**src/fcfa_pkg.sv**
```systemverilog
// shared types and constants for the fixed-cell free-list allocator
package fcfa_pkg;

  localparam int MAX_CELLS = 64;
  localparam int IDX_W     = 6;
  localparam int LINK_W    = 7;
  localparam int CNT_W     = 7;
  localparam int BYTES_W   = 13;
  localparam int OFS_W     = 18;
  localparam int ADDR_W    = 3;

  localparam logic [CNT_W-1:0]   RST_CELLS = 7'd64;
  localparam logic [BYTES_W-1:0] RST_BYTES = 13'd8;
  localparam logic [BYTES_W-1:0] MAX_BYTES = 13'd4096;

  // register indexes, decoded from paddr[2]
  localparam logic REG_CELLS = 1'b0;
  localparam logic REG_BYTES = 1'b1;

  localparam logic OP_ALLOC = 1'b0;
  localparam logic OP_FREE  = 1'b1;

  localparam logic [1:0] ST_OK        = 2'd0;
  localparam logic [1:0] ST_EMPTY     = 2'd1;
  localparam logic [1:0] ST_BAD_INDEX = 2'd2;
  localparam logic [1:0] ST_NONE_LIVE = 2'd3;

  typedef struct packed {
    logic               reinit;
    logic [CNT_W-1:0]   reinit_cells;
    logic [CNT_W-1:0]   cells_in_use;
    logic [BYTES_W-1:0] cell_bytes;
  } cfg_t;

endpackage

```
**src/fixed_cell_free_list_allocator_core.sv**
```systemverilog
// top level: request control, counters and result registers of the free-list allocator
//
// For each request, the accepting edge reads the next link of the list head from the
// link memory, busy is high for one cycle while the request is resolved, and the edge
// ending that cycle updates the list and registers the result, which appears with
// out_valid for the following cycle. Because of the synchronous read of the link
// memory, no new request is taken while busy is high. The result
// cannot be held off by the receiver. After reset, or after a write to the pool size
// register, the list is linked in index order at once; there is no clearing pass.
module fixed_cell_free_list_allocator_core (
  input  logic                         clk,
  input  logic                         rst_n,
  input  logic                         start,
  output logic                         busy,
  input  logic                         in_op,
  input  logic [5:0]                   in_cell_index,
  output logic                         out_valid,
  output logic [1:0]                   out_status,
  output logic [5:0]                   out_granted_index,
  output logic [17:0]                  out_byte_offset,
  output logic [6:0]                   out_live_count,
  output logic [6:0]                   out_free_count,
  input  logic                         psel,
  input  logic                         penable,
  input  logic                         pwrite,
  input  logic [2:0]                   paddr,
  input  logic [31:0]                  pwdata,
  output logic [31:0]                  prdata,
  output logic                         pready
);

  localparam logic S_IDLE = 1'b0;
  localparam logic S_EXEC = 1'b1;

  fcfa_pkg::cfg_t cfg;

  logic state_r, state_nxt;
  logic op_r;
  logic [fcfa_pkg::IDX_W-1:0]  idx_r;
  logic [fcfa_pkg::LINK_W-1:0] head_r, head_nxt;
  logic [fcfa_pkg::CNT_W-1:0]  live_r, live_nxt;
  logic [fcfa_pkg::CNT_W-1:0]  free_r, free_nxt;
  logic [fcfa_pkg::LINK_W-1:0] link_rd;
  logic                        accept;
  logic                        alloc_ok;
  logic                        free_ok;
  logic                        wr_en;
  logic [1:0]                  status;
  logic [fcfa_pkg::IDX_W+fcfa_pkg::BYTES_W-1:0] product;

  logic                       out_valid_r;
  logic [1:0]                 status_r;
  logic [fcfa_pkg::IDX_W-1:0] granted_r;
  logic [fcfa_pkg::OFS_W-1:0] offset_r;

  fcfa_cfg_regs u_regs (
    .clk     (clk),
    .rst_n   (rst_n),
    .psel    (psel),
    .penable (penable),
    .pwrite  (pwrite),
    .paddr   (paddr),
    .pwdata  (pwdata),
    .prdata  (prdata),
    .pready  (pready),
    .cfg     (cfg)
  );

  assign busy   = (state_r == S_EXEC);
  assign accept = start & ~busy;

  fcfa_link_mem u_links (
    .clk     (clk),
    .rst_n   (rst_n),
    .clear   (cfg.reinit),
    .rd_en   (accept),
    .rd_addr (head_r[fcfa_pkg::IDX_W-1:0]),
    .rd_data (link_rd),
    .wr_en   (wr_en),
    .wr_addr (idx_r),
    .wr_data (head_r)
  );

  always_comb begin
    alloc_ok = busy && (op_r == fcfa_pkg::OP_ALLOC) && (free_r != '0)
               && (head_r < cfg.cells_in_use);
    free_ok  = busy && (op_r == fcfa_pkg::OP_FREE)
               && ({1'b0, idx_r} < cfg.cells_in_use) && (live_r != '0);
    wr_en    = free_ok;
    product  = {{fcfa_pkg::BYTES_W{1'b0}}, head_r[fcfa_pkg::IDX_W-1:0]}
               * {{fcfa_pkg::IDX_W{1'b0}}, cfg.cell_bytes};

    if (op_r == fcfa_pkg::OP_ALLOC) begin
      status = alloc_ok ? fcfa_pkg::ST_OK : fcfa_pkg::ST_EMPTY;
    end else if ({1'b0, idx_r} >= cfg.cells_in_use) begin
      status = fcfa_pkg::ST_BAD_INDEX;
    end else if (live_r == '0) begin
      status = fcfa_pkg::ST_NONE_LIVE;
    end else begin
      status = fcfa_pkg::ST_OK;
    end

    head_nxt  = head_r;
    live_nxt  = live_r;
    free_nxt  = free_r;
    state_nxt = state_r;
    unique case (state_r)
      S_IDLE: begin
        if (accept) begin
          state_nxt = S_EXEC;
        end
      end
      default: begin
        state_nxt = S_IDLE;
        if (alloc_ok) begin
          head_nxt = link_rd;
          live_nxt = live_r + fcfa_pkg::CNT_W'(1);
          free_nxt = free_r - fcfa_pkg::CNT_W'(1);
        end else if (free_ok) begin
          head_nxt = {1'b0, idx_r};
          live_nxt = live_r - fcfa_pkg::CNT_W'(1);
          free_nxt = free_r + fcfa_pkg::CNT_W'(1);
        end
      end
    endcase
  end

  always_ff @(posedge clk) begin
    if (!rst_n) begin
      state_r     <= S_IDLE;
      head_r      <= '0;
      live_r      <= '0;
      free_r      <= fcfa_pkg::RST_CELLS;
      out_valid_r <= 1'b0;
    end else begin
      state_r     <= state_nxt;
      out_valid_r <= busy;
      if (cfg.reinit) begin
        head_r <= '0;
        live_r <= '0;
        free_r <= cfg.reinit_cells;
      end else begin
        head_r <= head_nxt;
        live_r <= live_nxt;
        free_r <= free_nxt;
      end
    end
  end

  always_ff @(posedge clk) begin
    if (accept) begin
      op_r  <= in_op;
      idx_r <= in_cell_index;
    end
    if (busy) begin
      status_r  <= status;
      granted_r <= alloc_ok ? head_r[fcfa_pkg::IDX_W-1:0] : '0;
      offset_r  <= alloc_ok ? product[fcfa_pkg::OFS_W-1:0] : '0;
    end
  end

  assign out_valid         = out_valid_r;
  assign out_status        = status_r;
  assign out_granted_index = granted_r;
  assign out_byte_offset   = offset_r;
  assign out_live_count    = live_r;
  assign out_free_count    = free_r;

  // live plus free always equals the pool size
  assert property (@(posedge clk) disable iff (!rst_n)
    ({1'b0, live_r} + {1'b0, free_r}) == {1'b0, cfg.cells_in_use})
    else $error("live and free counts do not add up to the pool size");

  assert property (@(posedge clk) disable iff (!rst_n)
    busy |=> !busy)
    else $error("request resolve lasted more than one cycle");

  assert property (@(posedge clk) disable iff (!rst_n)
    out_valid |-> $past(busy))
    else $error("result strobe without a resolved request");

  assert property (@(posedge clk) disable iff (!rst_n)
    wr_en |-> (op_r == fcfa_pkg::OP_FREE) && (live_r != '0))
    else $error("link memory written outside a valid free");

endmodule

```
**src/fcfa_cfg_regs.sv**
```systemverilog
// configuration registers behind the apb-style port
module fcfa_cfg_regs (
  input  logic                         clk,
  input  logic                         rst_n,
  input  logic                         psel,
  input  logic                         penable,
  input  logic                         pwrite,
  input  logic [fcfa_pkg::ADDR_W-1:0]  paddr,
  input  logic [31:0]                  pwdata,
  output logic [31:0]                  prdata,
  output logic                         pready,
  output fcfa_pkg::cfg_t               cfg
);

  logic [fcfa_pkg::CNT_W-1:0]   cells_r;
  logic [fcfa_pkg::BYTES_W-1:0] bytes_r;
  logic [fcfa_pkg::CNT_W-1:0]   cells_sat;
  logic [fcfa_pkg::BYTES_W-1:0] bytes_sat;
  logic                         wr_cells;
  logic                         wr_bytes;

  assign pready   = 1'b1;
  assign wr_cells = psel & penable & pwrite & (paddr[2] == fcfa_pkg::REG_CELLS);
  assign wr_bytes = psel & penable & pwrite & (paddr[2] == fcfa_pkg::REG_BYTES);

  always_comb begin
    cells_sat = pwdata[fcfa_pkg::CNT_W-1:0];
    if (cells_sat == '0) begin
      cells_sat = fcfa_pkg::CNT_W'(1);
    end else if (cells_sat > fcfa_pkg::CNT_W'(fcfa_pkg::MAX_CELLS)) begin
      cells_sat = fcfa_pkg::CNT_W'(fcfa_pkg::MAX_CELLS);
    end
    bytes_sat = pwdata[fcfa_pkg::BYTES_W-1:0];
    if (bytes_sat > fcfa_pkg::MAX_BYTES) begin
      bytes_sat = fcfa_pkg::MAX_BYTES;
    end
  end

  always_ff @(posedge clk) begin
    if (!rst_n) begin
      cells_r <= fcfa_pkg::RST_CELLS;
      bytes_r <= fcfa_pkg::RST_BYTES;
    end else begin
      if (wr_cells) begin
        cells_r <= cells_sat;
      end
      if (wr_bytes) begin
        bytes_r <= bytes_sat;
      end
    end
  end

  always_comb begin
    unique case (paddr[2])
      fcfa_pkg::REG_CELLS: prdata = {{(32-fcfa_pkg::CNT_W){1'b0}}, cells_r};
      default:             prdata = {{(32-fcfa_pkg::BYTES_W){1'b0}}, bytes_r};
    endcase
  end

  // a pool size write relinks the pool at the same edge
  assign cfg.reinit       = wr_cells;
  assign cfg.reinit_cells = cells_sat;
  assign cfg.cells_in_use = cells_r;
  assign cfg.cell_bytes   = bytes_r;

endmodule

```
**src/fcfa_link_mem.sv**
```systemverilog
// next-link memory with per-entry valid bits; an unwritten entry reads as its index plus one
module fcfa_link_mem (
  input  logic                        clk,
  input  logic                        rst_n,
  input  logic                        clear,
  input  logic                        rd_en,
  input  logic [fcfa_pkg::IDX_W-1:0]  rd_addr,
  output logic [fcfa_pkg::LINK_W-1:0] rd_data,
  input  logic                        wr_en,
  input  logic [fcfa_pkg::IDX_W-1:0]  wr_addr,
  input  logic [fcfa_pkg::LINK_W-1:0] wr_data
);

  logic [fcfa_pkg::LINK_W-1:0] mem [fcfa_pkg::MAX_CELLS];
  logic [fcfa_pkg::MAX_CELLS-1:0] valid_r;
  logic [fcfa_pkg::LINK_W-1:0] rd_mem_r;
  logic                        rd_valid_r;
  logic [fcfa_pkg::IDX_W-1:0]  rd_addr_r;

  always_ff @(posedge clk) begin
    if (wr_en) begin
      mem[wr_addr] <= wr_data;
    end
    if (rd_en) begin
      rd_mem_r  <= mem[rd_addr];
      rd_addr_r <= rd_addr;
    end
  end

  always_ff @(posedge clk) begin
    if (!rst_n || clear) begin
      valid_r    <= '0;
      rd_valid_r <= 1'b0;
    end else begin
      if (wr_en) begin
        valid_r[wr_addr] <= 1'b1;
      end
      if (rd_en) begin
        rd_valid_r <= valid_r[rd_addr];
      end
    end
  end

  assign rd_data = rd_valid_r ? rd_mem_r
                              : ({1'b0, rd_addr_r} + fcfa_pkg::LINK_W'(1));

endmodule
```
**config.mk**
```make
export PLATFORM = sky130hd
export DESIGN_NAME = fixed_cell_free_list_allocator_core
export DESIGN_NICKNAME = d
export VERILOG_FILES = /design/src/fcfa_pkg.sv /design/src/fixed_cell_free_list_allocator_core.sv /design/src/fcfa_cfg_regs.sv /design/src/fcfa_link_mem.sv
export SDC_FILE = /design/constraint.sdc
export NUM_CORES = 1
export LEC_CHECK = 0
export ABC_AREA = 1
export BUFFER_PORTS_ARGS = -buffer_cell sky130_fd_sc_hd__buf_4
export CAP_MARGIN = 10
export CORE_ASPECT_RATIO = 1.75
export CORE_UTILIZATION = 50
export DETAILED_ROUTE_END_ITERATION = 12
export GPL_ROUTABILITY_DRIVEN = 0
export HOLD_SLACK_MARGIN = 0.03
export PLACE_DENSITY_LB_ADDON = 0.3
export SYNTH_ARGS = -nofsm -noshare
export SYNTH_HDL_FRONTEND = slang
export SYNTH_HIERARCHICAL = 1
export SYNTH_SLANG_ARGS = --single-unit
export TNS_END_PERCENT = 10
```
**constraint.sdc**
```tcl
create_clock -name clk -period 10.2 [get_ports clk]
set_clock_uncertainty 0.1 [all_clocks]
set_input_delay 0.51 -clock clk [delete_from_list [all_inputs] [get_ports clk]]
set_output_delay 0.51 -clock clk [all_outputs]
set_load 0.01 [all_outputs]
```
==> After elaboration in Yosys (flattened, before gate mapping) <==
Memory sizes are Yosys's and may differ from the RTL's. A register that Yosys moved wholly into a read port is not among the register bits.
Index checks and enable logic that the tools add are counted.
{ "classes": {"bitwise_logic": 10, "n_addsub": 5, "mux": 24, "eq_ne": 0, "shifts": 0, "magnitude_cmp": 8, "multipliers": 1, "div_mod_pow": 0, "reduce_logical": 20} }
{ "op_table": {"columns": ["op", "count"], "rows": [
  ["$mux 7", 11],
  ["$or 64x64->64", 1],
  ["$mux 13", 2],
  ["$mul 6x13->18", 1],
  ["$add 7x1->7 const B", 2],
  ["$logic_not 7->1", 2],
  ["$lt 6x7->1 const B", 2],
  ["$reduce_bool 7->1", 2],
  ["$sub 7x1->7 const B", 2],
  ["$gt 13x13->1 const B", 1],
  ["$add 6x1->7 const B", 1],
  ["$ge 6x7->1", 1],
  ["$gt 7x7->1 const B", 1],
  ["$logic_and 1x1->1", 7],
  ["$lt 6x7->1", 1],
  ["$lt 7x7->1", 1],
  ["$bmux 1 s6", 1],
  ["$demux 1 s6", 1],
  ["$ge 6x1->1 const B", 1],
  ["$mux 1", 6],
  ["$mux 2", 3],
  ["$and 1x1->1", 5],
  ["$not 1->1", 4],
  ["$reduce_and 2->1", 2],
  ["5 further kinds", 7]
]} }
{ "word_totals": {"mem_bits_ro": 0, "ram_bits": 448, "inputBits": 48, "latch_bits": 0, "memories": 1, "out_inout_bits": 75, "regBits": 147} }
{ "mem_list": {"columns": ["memory", "depth", "width", "rd", "rd_clocked_by_memory_dff", "write_ports", "line_no", "source"], "rows": [
  ["u_links.mem", 64, 7, 1, 1, 1, "fcfa_link_mem.sv:14", "logic [fcfa_pkg::LINK_W-1:0] mem [fcfa_pkg::MAX_CELLS];"]
]} }

==> Longest topological paths before layout <==
Gate-level depths: netlist (run 1).
{ "depth": {"depth_word": 7, "mapped_depth": 20, "mapped_depth_nobuf": 19} }

==> By module <==
The synthesis (run 1) kept the hierarchy.
{ "by_module_without_submodules": {"columns": ["mod", "cells_per_inst", "area_per_inst_um2", "seq_area_each_um2", "n_inst"], "rows": [
  ["fcfa_link_mem", 1895, 21257.9, 15144.5, 1],
  ["fixed_cell_free_list_allocator_core", 755, 5616.6, 1451.4, 1],
  ["fcfa_cfg_regs", 174, 1157.4, 400.4, 1]
]} }

==> Worst setup path before layout (run 1) <==
Ideal clock, no wire load.
{ "synth_path": {"path_kind": "register to register", "from": "reg head_r[3] (netlist bit)", "to": "reg offset_r (netlist bit out_byte_offset[10]) (data pin)", "path_stages_with_launch": 16, "setup_slack_ns": 5.556, "synth_period_minus_slack_ns": 4.644, "n_path_buf": 1, "t_arrival_ns": 4.285, "path_cell_list": "dfxtp_1 clkbuf_1 nand2_1 fa_1 fa_1 fa_1 inv_1 ha_1 a21oi_1 nand2_1 nand2_1 nand2_1 nand2_1 nand2_1 o21ai_2 a21oi_2"} }
{ "synth_between": {"elab_chain_len": 2, "elab_cells_between_ends": 3, "cone_classes": "1 x mul; 1 x order compare; 1 x reduce/logical"} }
{ "synth_rtl": {"columns": ["item", "line_no", "source"], "rows": [
  ["start, declared", "fixed_cell_free_list_allocator_core.sv:40", "logic [fcfa_pkg::LINK_W-1:0] head_r, head_nxt;"],
  ["start signal, assigned", "fixed_cell_free_list_allocator_core.sv:143", "head_r <= head_nxt;"],
  ["parallel branches: the longest is 2 deep, another holds $mul 6x13->18", null, null],
  ["end signal, assigned", "fixed_cell_free_list_allocator_core.sv:158", "offset_r <= alloc_ok ? product[fcfa_pkg::OFS_W-1:0] : '0;"],
  ["end, declared", "fixed_cell_free_list_allocator_core.sv:54", "logic [fcfa_pkg::OFS_W-1:0] offset_r;"]
]} }
Parallel ways; which one is timed is not known.
A chain may end at the register's enable or synchronous reset.

==> Final worst setup path (run 1) <==
{ "layout_path": {"from": "reg head_r[0] (netlist bit)", "to": "reg free_r (netlist bit out_free_count[4])"} }
{ "layout_between": {"elab_chain_len": 5, "elab_cells_between_ends": 7, "cone_classes": "1 x order compare; 3 x mux; 3 x reduce/logical"} }
{ "layout_rtl": {"columns": ["item", "line_no", "source"], "rows": [
  ["$lt 7x7->1 (*)", "fixed_cell_free_list_allocator_core.sv:86", "&& (head_r < cfg.cells_in_use);"],
  ["$logic_and 1x1->1 (*)", "fixed_cell_free_list_allocator_core.sv:86", null],
  ["$mux 7", "fixed_cell_free_list_allocator_core.sv:115", "if (alloc_ok) begin"],
  ["$mux 7", "fixed_cell_free_list_allocator_core.sv:107", "unique case (state_r)"],
  ["$mux 7", "fixed_cell_free_list_allocator_core.sv:138", "if (cfg.reinit) begin"],
  ["end signal, assigned", "fixed_cell_free_list_allocator_core.sv:133", "free_r <= fcfa_pkg::RST_CELLS;"],
  ["end signal, assigned", "fixed_cell_free_list_allocator_core.sv:141", "free_r <= cfg.reinit_cells;"],
  ["end signal, assigned", "fixed_cell_free_list_allocator_core.sv:145", "free_r <= free_nxt;"],
  ["end, declared", "fixed_cell_free_list_allocator_core.sv:42", "logic [fcfa_pkg::CNT_W-1:0] free_r, free_nxt;"]
]} }
Every way passes the cells marked *; elsewhere a longest branch is shown, timed or not. The select of a mux whose other input is x is not followed.

==> results of run 1 <==
[cells by family (layout without fill, tap and decap cells)]
kind of cell             Yosys count  count (layout)  share of synthesized area, %
AO/OA/AOI/OAI                    464             464                          9.04
XOR/XNOR                          11              11                         0.344
adder cells (fa/ha/maj)           95              95                          5.47
buffers and inverters            407             450                          6.75
flip-flops                       602             602                          60.6
multiplexers                       1               1                        0.0357
other                              2              20                        0.0268
AND/OR/NAND/NOR                 1242            1242                          17.7
[timing repair]
| item | in CTS | in global routing |
|---|---|---|
| endpoints found under the setup margin | 0 | 0 |
| hold buffers | 7 | 0 |
| hold endpoints to repair | 7 | 0 |
[worst max-delay path, stage by stage, from the launching register on]
cell	delay [ps]
dfxtp_4	840
buf_4	720
buf_4	800
inv_2	80
nand2_1	80
nand2_1	50
nand2_1	70
nand2_1	100
nand3_4	460
inv_4	290
ha_1	440
a21oi_1	220
nand2_1	90
or2_2	270
nand3_1	70
nand2_1	60
nand2_1	70
a21oi_1	70
[sequential cells by signal, indices dropped and copies added (netlist names)]
signal	cells
u_regs/bytes_r	13
u_links/rd_mem_r	7
u_links/mem	448
out_byte_offset	18
out_status	2
u_regs/cells_r	7
op_r	1
busy	1
out_free_count	7
head_r	7
out_valid	1
u_links/rd_addr_r	6
u_links/valid_r	64
out_live_count	7
u_links/rd_valid_r	1
idx_r	6
out_granted_index	6
[synth_stat cells, types with 3 or more instances]
| cell type | count |
|---|---|
| o21ai_2 | 5 |
| dfxtp_1 | 108 |
| xor2_1 | 6 |
| inv_1 | 239 |
| xnor2_1 | 5 |
| ha_1 | 49 |
| nor2_2 | 4 |
| buf_4 | 34 |
| nor2_1 | 499 |
| inv_2 | 7 |
| edfxtp_1 | 494 |
| a21oi_1 | 58 |
| a21oi_2 | 8 |
| fa_1 | 46 |
| o21ai_1 | 52 |
| nor3_1 | 18 |
| buf_1 | 11 |
| o22ai_1 | 113 |
| buf_6 | 24 |
| o21ai_0 | 222 |
| nand3_1 | 129 |
| or2_2 | 3 |
| buf_2 | 31 |
| clkbuf_1 | 55 |
| nand4_1 | 13 |
| nand2_1 | 565 |
[layout by cell type, fill, tap and decap left out, types with 49 or more instances in the layout]
cell         n
a21oi_1     58
buf_4      101
clkbuf_16   51
dfxtp_1    100
edfxtp_1   494
ha_1        49
inv_1      239
nand2_1    564
nand3_1    129
nor2_1     498
o21ai_0    222
o21ai_1     52
o22ai_1    113
[path summary, 6_finish.rpt]
path,slack [ps],startpoint,to,cells past startpoint
worst max register to register,5080,head_r[0]$_SDFFE_PP0P_,out_free_count[4]$_SDFFE_PN0P_,17
worst min register to register,370,u_links/valid_r[28]$_SDFFE_PP0P_,u_links/valid_r[28]$_SDFFE_PP0P_,2
worst min-delay path,80,pwdata[3],u_regs/bytes_r[3]$_SDFFE_PN1P_,3
worst max-delay path,5080,head_r[0]$_SDFFE_PP0P_,out_free_count[4]$_SDFFE_PN0P_,17
[metrics by stage]
step | instance area, sq um | util [%] | setup slack (ps) | total power (uW)
after global placement | 28800 | 52.1 | 5240 | 3360
final | 30600 | 55.2 | 5080 | 5320
after global routing | 30600 | 55.2 | 4680 | 5480
after CTS | 30600 | 55.2 | 5130 | 5340
after floorplan | 28100 | - | 5560 | 3200
after detailed placement | 28800 | 52.1 | 5110 | 3380
[final cells by class]
cell class                      count  area, sq um
Tap cell                          696          871
Fill cell                        4665        24800
Multi-Input combinational cell   1833         9220
Inverter                          250          947
Timing Repair Buffer              108          828
Sequential cell                   602        17000
Clock inverter                     25          304
Clock buffer                       67         1380
[power by group]
part,total [uW],internal (uW),switching (uW)
Sequential,2750,2700,48.8
Clock,1980,1130,854
Combinational,586,172,414
[layer usage]
layer	track usage [%]	wire length (microns)
met4	13.9	3700
met5	0	12
met2	45.9	36900
met3	2.04	3800
met1	26.3	24600
==> flow_summary.toml, run 1 <==
[critical_path]
worstPathMaxFanout = 87
worstPathRequired_ps = 10570
critical_path_class = "reg -> reg"
cp-start-kind = "flop"
endpoint_kind = "flop"
cp.arrival_ps = 5490

[placed_design]
hpwl_mm = 43.3
io_buffers = 81
placed_cells = 3482

[routing]
routedWlPerCell_microns = 19.2
dr.pass1.iters = 6
wirelength_mm = 68.9
ant_nets = 0
detail_route.vias_per_cell = 5.68
drc = 0
drtIter0Drc = 1478
vias = 20400

[synth]
syn_area_sq_mm = 0.0280
yosysUniqueCellTypes = 45
synth_top_area_share_pct = 52.9
synth_area_leader_cell = "edfxtp_1"
synth_enable_flop_cells = 494
dominantRegCellSynth = "edfxtp_1"
syn_avg_cell_area_sq_um = 9.93
async_flop_share_pct = 0
syn_inst = 2824
synth_warnings = 6
ys_ff_latch = 602
synth_area_leaders = "edfxtp_1 53%, dfxtp_1 7.7%, nand2_1 7.6%, nor2_1 6.7%, o21ai_0 4.0%"
yosysSeqAreaShare_pct = 60.6

[die]
fp.dieW_microns = 181
core_sq_mm = 0.0553
die_h_microns = 315
die_area_sq_mm = 0.0571
start_util_pct = 50.7
io_pins = 123
rows = 114

[clock_network]
cts_buffers = 50
clk_latency_ps = 580
cts_tree = "done"
cts_root_buffer = "clkbuf_16"
clk_pin_slew_ps = 70
postCtsResizedCells = 0
clockBufferDepth = 3
cts_sinks = 602
post_cts_buffers = 0
htreeDepth = 2

[pwr]
powerDensity_mw_per_mm2 = 174
ir_drop_mv = 0.153
p_leak_uw = 0.0125

[timing]
hold_slack_ps = 77.2
max_freq_mhz = 195
setup_tns_ps = 0
fin_crit_ps = 5120
slew_violations = 0
hold_violations = 0
fin_crit_sh_pct = 50.2
worstMarginPinSlew_ps = 1090
grt_setup_unrepaired = "no"
slew_headroom_pct = 27.5
finalSetupViolations = 0

[global_route]
grt_pass1_vias = 20100
overflow = 0
grt_usage_pct = 24.2
grt_pass1_wl_mm = 107
antenna_found_initial = 1
grt_max_degree = 107

[finish]
area_delta_synth_final_pct = 9.03
layoutNonFillerInstCount = 3581
num_antenna_cells = 0
drive_above_1_share_pct = 7.80
nets = 2988

[job]
drv_cap = 0

[status]
run_status = "finished, final reports clean"

[min_path]
hp-class = "in -> reg"
Note: power is estimated with default switching activity, not from simulation.
==> run 2: changes to the inputs <==
==> constraint.sdc (replaced) <==
create_clock -name clk -period 4.4 [get_ports clk]
set_clock_uncertainty 0.1 [all_clocks]
set_input_delay 0.22 -clock clk [delete_from_list [all_inputs] [get_ports clk]]
set_output_delay 0.22 -clock clk [all_outputs]
set_load 0.01 [all_outputs]
==> run 2 against run 1 <==
- die area is the same
- cell count up 1.3%
- flip-flop and latch count unchanged
- total power rose by 140%
- critical path type unchanged
- critical endpoint is now out_byte_offset[11]$_SDFFCE_PN0P_
- largest cell class unchanged
- highest routed layer is now met4
==> flow_summary.toml, run 2 (synthesized netlist as in run 1, its figures left out) <==
[timing]
worstMarginPinSlew_ps = 1080
max_freq_mhz = 254
hold_violations = 0
fin_crit_sh_pct = 89.4
grt_setup_unrepaired = "no"
slew_violations = 0
fin_crit_ps = 3930
setup_tns_ps = 0
slew_headroom_pct = 27.8
finalSetupViolations = 0

[routing]
drc = 0
dr.pass1.iters = 6
routedWlPerCell_microns = 19.0
drtIter0Drc = 1690
wirelength_mm = 69.1
detail_route.vias_per_cell = 5.62
ant_nets = 0
vias = 20400

[clock_network]
clockBufferDepth = 3
cts_tree = "done"
clk_latency_ps = 590
cts_sinks = 602
htreeDepth = 2
cts_buffers = 50
postCtsResizedCells = 0
clk_pin_slew_ps = 80
cts_root_buffer = "clkbuf_16"

[global_route]
overflow = 0
grt_usage_pct = 24.3
antenna_found_initial = 0
grt_max_degree = 221
grt_pass1_vias = 20100
grt_pass1_wl_mm = 108

[critical_path]
crit_top_cell = "nand2_1"
critical_path_class = "reg -> reg"
crit_chain = "nand2_1, inv_1, fa_1, fa_1, inv_1, fa_1, inv_1, ha_1, a21oi_1, nand2_1, nand2_1, nand2_1, nand2_1, nand2_1, o21ai_1, a21oi_2"
endpoint_kind = "flop"
crit_slowest_cell = "dfxtp_4"
worstPathMaxFanout = 38
worstPathRequired_ps = 4640
r2r-end = "out_byte_offset[11]$_SDFFCE_PN0P_"
critPathTopFamily = "adder cells"
ff2ff_setup_slack_ps = 470
r2r_start = "head_r[4]$_SDFFE_PP0P_"
cp.arrival_ps = 4170
cp-start-kind = "flop"
critPathMaxStageDelay_ps = 620
path_buf_inv = 3
r2r_cells = 16

[finish]
fill_cells = 4615
area_delta_synth_final_pct = 11.1
largest-register = "u_links/mem"
num_antenna_cells = 0
nets = 3035
drive_above_1_share_pct = 8.25
largest_reg_flops = 448
layoutNonFillerInstCount = 3629
final_cell_mix = "564 x nand2_1, 498 x nor2_1, 494 x edfxtp_1, 239 x inv_1, 222 x o21ai_0"
layout_commonest_cell = "nand2_1"

[job]
drv_cap = 0

[die]
rows = 114
die_h_microns = 315
fp.dieW_microns = 181
die_area_sq_mm = 0.0571
start_util_pct = 50.7
core_sq_mm = 0.0553
io_pins = 123

[pwr]
ir_drop_mv = 0.273
p_sw_share_pct = 24.9
power_uw = 12500
switchingPower_uw = 3130
seq_power_share_pct = 50.6
p_leak_uw = 0.0127
combPwrFrac_pct = 11.4
p_int_uw = 9420
powerDensity_mw_per_mm2 = 403
p_clk_share_pct = 38.0

[min_path]
hold_depth = 4
hp-start = "paddr[2]"
min_to = "u_regs/cells_r[5]$_SDFFE_PN0P_"
hp-class = "in -> reg"

[placed_design]
placed_cells = 3492
hpwl_mm = 43.4
io_buffers = 81

[status]
run_status = "finished, final reports clean"
run 2: changes by cell type in the layout (fill, tap and decap cells not counted), sizes merged:
cell,previous run,this run
bufinv,7,9
dlygate4sd3,7,43
inv,248,250
clkbuf,67,62
clkinv,20,18
clkinvlp,0,4
buf,101,112
run 2: per-stage QoR:
stage               cell area (sq um)  setup slack, ps  hold slack [ps]  util, %
floorplan                       28100              212              218        -
global placement                28900              500              299     52.3
detailed placement              28900              476              300     52.3
CTS                             31100              486              152     56.3
global route                    31200              199              200     56.3
finish                          31200              468              183     56.3
run 2: layout make-up:
type | count | area [sq um] | share of cell area [%]
Clock buffer | 62 | 1350 | 4.33
Clock inverter | 31 | 422 | 1.35
Inverter | 250 | 947 | 3.04
Multi-Input combinational cell | 1833 | 9220 | 29.6
Sequential cell | 602 | 17000 | 54.6
Tap cell | 696 | 871 | 2.80
Timing Repair Buffer | 155 | 1330 | 4.27
run 2: worst max-delay path by stage:
stage / start / end / slack (ps) / cells past startpoint
after floorplan: head_r[3]$_SDFFE_PP0P_ / out_byte_offset[10]$_SDFFCE_PN0P_ / 210 / 15
after global placement: head_r[4]$_SDFFE_PP0P_ / out_byte_offset[11]$_SDFFCE_PN0P_ / 500 / 16
after detailed placement: head_r[5]$_SDFFE_PP0P_ / out_byte_offset[12]$_SDFFCE_PN0P_ / 480 / 13
after CTS: head_r[5]$_SDFFE_PP0P_ / out_byte_offset[12]$_SDFFCE_PN0P_ / 490 / 13
after global routing: head_r[5]$_SDFFE_PP0P_ / out_free_count[5]$_SDFFE_PN0P_ / 200 / 18
final: head_r[4]$_SDFFE_PP0P_ / out_byte_offset[11]$_SDFFCE_PN0P_ / 470 / 16
run 2: power groups by stage:
| stage | Combinational [uW] | Clock (uW) | Sequential (uW) |
|---|---|---|---|
| after global placement | 1350 | 0 | 6470 |
| final | 1430 | 4770 | 6350 |
| after CTS | 1420 | 4840 | 6350 |
| after global routing | 1570 | 5030 | 6350 |
| after detailed placement | 1390 | 0 | 6470 |
| after floorplan | 931 | 0 | 6490 |
run 2: worst register-to-register path, cell delays in order (launching register included):
cell and delay (ps):
dfxtp_4 620, nand2_1 110, inv_1 90, fa_1 440
fa_1 500, inv_1 50, fa_1 520, inv_1 50
ha_1 340, a21oi_1 180, nand2_1 130, nand2_1 80
nand2_1 110, nand2_1 80, nand2_1 80, o21ai_1 160
a21oi_2 40
run 2: timing repair:
| action | 4_1_cts | 5_1_grt |
|---|---|---|
| hold buffers | 43 | 0 |
| buffers inserted | 0 | 0 |
| hold endpoints to repair | 30 | 0 |
run 2: routing by layer:
layer	global-route usage (%)	up-vias	part of all wire, %
met5	0	-	0
met4	14.7	0	6.1
met3	2.51	213	5.6
met2	44.7	805	53
met1	27.1	9803	36
li1	-	9568	-
